[config.mk]
export PLATFORM = sky130hd
export DESIGN_NAME = spr_ctrl
export DESIGN_NICKNAME = d
export VERILOG_FILES = /design/src/hdl/spr_pkg.sv /design/src/hdl/spr_ctrl.sv
export SDC_FILE = /design/constraint.sdc
export NUM_CORES = 1
export LEC_CHECK = 0
export BUFFER_PORTS_ARGS = -buffer_cell sky130_fd_sc_hd__buf_2
export CORE_AREA = 3 3 40 42
export CTS_BUF_LIST = sky130_fd_sc_hd__clkbuf_4 sky130_fd_sc_hd__clkbuf_8 sky130_fd_sc_hd__clkbuf_16
export DETAILED_ROUTE_END_ITERATION = 6
export DIE_AREA = 0 0 43 45
export PLACE_DENSITY = 0.59
export SLEW_MARGIN = 15
export SYNTH_ARGS = -nofsm -noshare
export SYNTH_HDL_FRONTEND = slang
export SYNTH_SLANG_ARGS = --single-unit
[constraint.sdc]
create_clock -name i_clk -period 2.3 [get_ports i_clk]
set_clock_uncertainty 0.15 [all_clocks]
set_input_delay 0.23 -clock i_clk [delete_from_list [all_inputs] [get_ports i_clk]]
set_output_delay 0.23 -clock i_clk [all_outputs]
set_load 0.005 [all_outputs]
[src/hdl/spr_pkg.sv]
`default_nettype none
// ----------------------------------------------------------------------------
// spr_pkg
// Shared types and constants for the shortest path edge relaxer.
// ----------------------------------------------------------------------------
package spr_pkg;

    localparam int NUM_VERTICES = 4096;
    localparam int ADDR_W       = 12;
    localparam int DIST_W       = 31;

    localparam logic [DIST_W-1:0] PLUS_INF = 31'h7f80_0000;

    typedef enum logic [1:0] {
        K_SET_ZERO = 2'd0,
        K_RELAX    = 2'd1,
        K_READ     = 2'd2,
        K_END_ROUND = 2'd3
    } t_kind;

    typedef struct packed {
        logic [1:0]        kind;
        logic [ADDR_W-1:0] from_vertex;
        logic [ADDR_W-1:0] to_vertex;
        logic [31:0]       weight_bits;
        logic              edge_admitted;
    } t_in;

    typedef struct packed {
        logic              decreased;
        logic [DIST_W-1:0] distance_value;
        logic              round_changed;
        logic              bad_weight;
    } t_out;

    typedef enum logic [2:0] {
        S_CLEAR,
        S_IDLE,
        S_RD_TO,
        S_RD_FROM,
        S_ALIGN,
        S_ROUND,
        S_FINISH
    } t_state;

    typedef struct packed {
        logic load_item;
        logic rd_from;
        logic cap_cur;
        logic cap_align;
        logic cap_sum;
        logic clr_we;
        logic finish;
    } t_cmd;

    typedef struct packed {
        logic [1:0] kind;
        logic       clr_last;
        logic       out_free;
    } t_status;

endpackage
`default_nettype wire

[src/hdl/spr_ctrl.sv]
`default_nettype none
// ----------------------------------------------------------------------------
// spr_ctrl
// Sequencer that steps one item at a time through the datapath.
// ----------------------------------------------------------------------------
module spr_ctrl (
    input  wire logic             i_clk,
    input  wire logic             i_rst_n,
    input  wire logic             i_in_valid,
    input  wire spr_pkg::t_status i_status,
    output spr_pkg::t_cmd         o_cmd,
    output logic                  o_in_stall
);

    spr_pkg::t_state r_state, n_state;

    always_ff @(posedge i_clk) begin
        if (!i_rst_n) begin
            r_state <= spr_pkg::S_CLEAR;
        end else begin
            r_state <= n_state;
        end
    end

    always_comb begin
        n_state    = r_state;
        o_cmd      = '0;
        o_in_stall = 1'b1;
        case (r_state)
            spr_pkg::S_CLEAR: begin
                o_cmd.clr_we = 1'b1;
                if (i_status.clr_last) begin
                    n_state = spr_pkg::S_IDLE;
                end
            end
            spr_pkg::S_IDLE: begin
                o_in_stall = 1'b0;
                if (i_in_valid) begin
                    o_cmd.load_item = 1'b1;
                    n_state = spr_pkg::S_RD_TO;
                end
            end
            spr_pkg::S_RD_TO: begin
                if (i_status.kind inside {spr_pkg::K_SET_ZERO, spr_pkg::K_END_ROUND}) begin
                    n_state = spr_pkg::S_FINISH;
                end else begin
                    n_state = spr_pkg::S_RD_FROM;
                end
            end
            spr_pkg::S_RD_FROM: begin
                o_cmd.cap_cur = 1'b1;
                o_cmd.rd_from = 1'b1;
                if (i_status.kind == spr_pkg::K_RELAX) begin
                    n_state = spr_pkg::S_ALIGN;
                end else begin
                    n_state = spr_pkg::S_FINISH;
                end
            end
            spr_pkg::S_ALIGN: begin
                o_cmd.cap_align = 1'b1;
                n_state = spr_pkg::S_ROUND;
            end
            spr_pkg::S_ROUND: begin
                o_cmd.cap_sum = 1'b1;
                n_state = spr_pkg::S_FINISH;
            end
            spr_pkg::S_FINISH: begin
                // Hold here until the output register can take the result.
                if (i_status.out_free) begin
                    o_cmd.finish = 1'b1;
                    n_state = spr_pkg::S_IDLE;
                end
            end
            default: begin
                n_state = spr_pkg::S_IDLE;
            end
        endcase
    end

endmodule
`default_nettype wire

==> implementation parameters <==
Parameter                              Value

STA
  Unrepaired setup endpoints after global routing    false
  Crit share post-route    0.732
  Final total negative setup slack    0 ps
  Final setup violation count    0
  Clock period minus final worst setup slack    1680 ps
  Slew at the pin closest to its max-slew limit    363 ps
  Worst relative slew slack    0.758
  Highest clock rate    594 MHz
  Worst Setup Slack, final    615 ps
  Final Hold Viols    0
  Number of pins exceeding their max-slew limit in the final report    0

Routing
  Post-DR wirelength/cell    11.8 µm
  Drt first pass iters    4
  Number of DRC markers after the initial detailed-route iteration    6
  DRC viols    0
  Total length of routed wires    883 µm
  Via total after detailed routing    383
  Vias/cell    5.11
  Final ANT Viol Nets    0

Clock tree
  Total setup buffers inserted after CTS    0
  Count of cells resized by post-cts repair    0
  TritonCTS Sinks    3
  Clock-pin transition on the worst setup and hold timing paths    40 ps
  Depth of the CTS H-tree    1
  TritonCTS clock tree    yes
  Hold buffers post-CTS    0
  Total clock buffers created by CTS    3
  Clock latency on the worst-skew pair    240 ps
  Clock root cell    sky130_fd_sc_hd__clkbuf_4
  Bufs on Longest Clock Path    2

Final layout
  Final-stage net count    70
  Commonest non-fill, non-tap cells in the layout    sky130_fd_sc_hd__buf_2, sky130_fd_sc_hd__inv_1, sky130_fd_sc_hd__nor3_1, sky130_fd_sc_hd__clkbuf_4
  Number of diodes added for antenna fixing    0
  Registers with the most flip-flops    r_state: 3 flops
  Area growth from synthesis to layout    26.0%
  Filler Cells Inserted    141
  Max reg flops    3
  Register containing the most flip-flops in the final layout    r_state
  Fraction of layout cells with a size suffix above 1    0.400
  Final core utilization    0.345
  Commonest non-fill, non-tap cell in the layout    sky130_fd_sc_hd__buf_2

Global routing
  Met2 layer usage reported by global route    0.165
  Largest net degree at the start of global routing    16
  Global-route wire length before repair    1.39 mm
  Remaining global-route overflow    0
  Met3 usage in global routing    0.0120
  Number of global-route vias before repair    345
  Most used routing layer in global routing    met2
  Routing usage on met1    0.110
  All-layer global routing usage    0.0963
  Antenna violations before repair    0

Floorplan
  Num ports    15
  Die Outline Area    1940 µm²
  Die W    43 µm
  Core Box Area    1280 µm²
  Die extent in y    45 µm
  Initial standard-cell utilization of the core    0.274
  Total number of placement rows    13

Outcome
  Run status    complete, no violations

Worst setup path
  Largest driver fanout on the critical path    12
  R2r setup slk    660 ps
  Setup crit start    r_state[2]
  Critical Path End    o_cmd[4]
  FF-to-FF End    r_state[0]
  Worst Setup End Kind    primary output
  CP required    1920 ps
  CP arrival    1300 ps
  Worst Path Class, Setup    reg2out
  Worst Reg-to-Reg Cells    4
  Type of element launching the critical path    flip-flop
  Critical R2R Launch    r_state[2]

Logic synthesis
  Post-Syn Nets    54
  Number of storage elements in the synthesis netlist    3
  Mapped Area    352 µm²
  Proportion of synthesized chip area in sequential cells    0.171
  Yosys warnings    0
  Async set-reset flop share out of synthesis    0
  Avg Inst Size Synth    7.81 µm²
  Number of flops mapped to enable cells by yosys    0
  Number of distinct library cells after synthesis    28
  Syn Inst Count    45
  Top_reg_cell synth    sky130_fd_sc_hd__dfxtp_1

Min path
  Class of the most critical hold timing path    in2reg

Pwr
  Maximum VDD drop    301 µV
  Static power due to leakage    0.224 nW
  Areal power density over the cells    1210 nW/µm²

Placement
  Port Buffers    14
  Sum of net half-perimeters after detailed placement    651 µm
  Worst slack, placed    713 ps
  Final estimated routing congestion in global placement    0.743

Run
  Max Cap Violations    0
==> final cells by class <==
class / count / area [µm²] / share of cell area
tap: 15 / 18.8 / 0.0424
inverter: 5 / 18.8 / 0.0424
multi-input combinational: 33 / 238 / 0.537
timing repair buffer: 15 / 77.6 / 0.175
sequential: 3 / 60.1 / 0.136
clock buffer: 4 / 30.0 / 0.0678
==> routing by layer <==
metal,share of wire,vias to the layer above
met5,0,-
met4,0.011,0
met3,0.055,2
met2,0.48,15
met1,0.45,176
li1,-,190
==> metrics by stage <==
step,instance area (µm²),total power [mW],hold slack (ps),instances
final,443,0.536,111,75
after detailed placement,413,0.420,349,71
after floorplan,352,0.360,211,45
after global placement,413,0.418,347,71
after global routing,443,0.575,115,75
after CTS,443,0.537,113,75
==> cell usage after synthesis (all sizes together) (2+ instances only) <==
| cell | count | area [µm²] |
|---|---|---|
| a21oi | 2 | 10.0 |
| and3 | 2 | 18.8 |
| and3b | 2 | 18.8 |
| buf | 4 | 35.0 |
| dfxtp | 3 | 60.1 |
| ha | 2 | 25.0 |
| inv | 5 | 18.8 |
| nand2 | 3 | 11.3 |
| nand2b | 2 | 12.5 |
| nor3 | 4 | 20.0 |
| o21ai | 4 | 20.0 |
==> worst min-delay path by stage <==
stage / start / endpoint / slack [ps] / cells past startpoint
2_1_floorplan: i_rst_n / r_state[0] / 210 / 1
3_3_place_gp: i_rst_n / r_state[0] / 350 / 2
3_5_place_dp: i_rst_n / r_state[0] / 350 / 2
4_1_cts: i_rst_n / r_state[0] / 110 / 2
5_1_grt: i_rst_n / r_state[0] / 110 / 2
6_report: i_rst_n / r_state[0] / 110 / 2
==> cell families (layout without fill, tap and decap cells) <==
| family | count (synthesis) | count (layout) | share of synthesized area |
|---|---|---|---|
| compound gates | 12 | 12 | 0.238 |
| fa+ha+maj | 2 | 2 | 0.0712 |
| buf+inv | 9 | 24 | 0.153 |
| flops | 3 | 3 | 0.171 |
| mux | 1 | 1 | 0.0320 |
| simple gates | 18 | 18 | 0.335 |
==> power by group <==
| group | switching, mW | leakage [nW] | internal (mW) |
|---|---|---|---|
| registers | 0.0409 | 0.0248 | 0.0746 |
| logic | 0.157 | 0.180 | 0.151 |
| clock network | 0.0352 | 0.0184 | 0.0773 |
==> critical path, cell delays in order, from the launching register on <==
cell	delay, ps
sky130_fd_sc_hd__dfxtp_1	530
sky130_fd_sc_hd__and2b_4	260
sky130_fd_sc_hd__and2_1	160
sky130_fd_sc_hd__buf_2	120
Power figures use the tool's default switching activity.
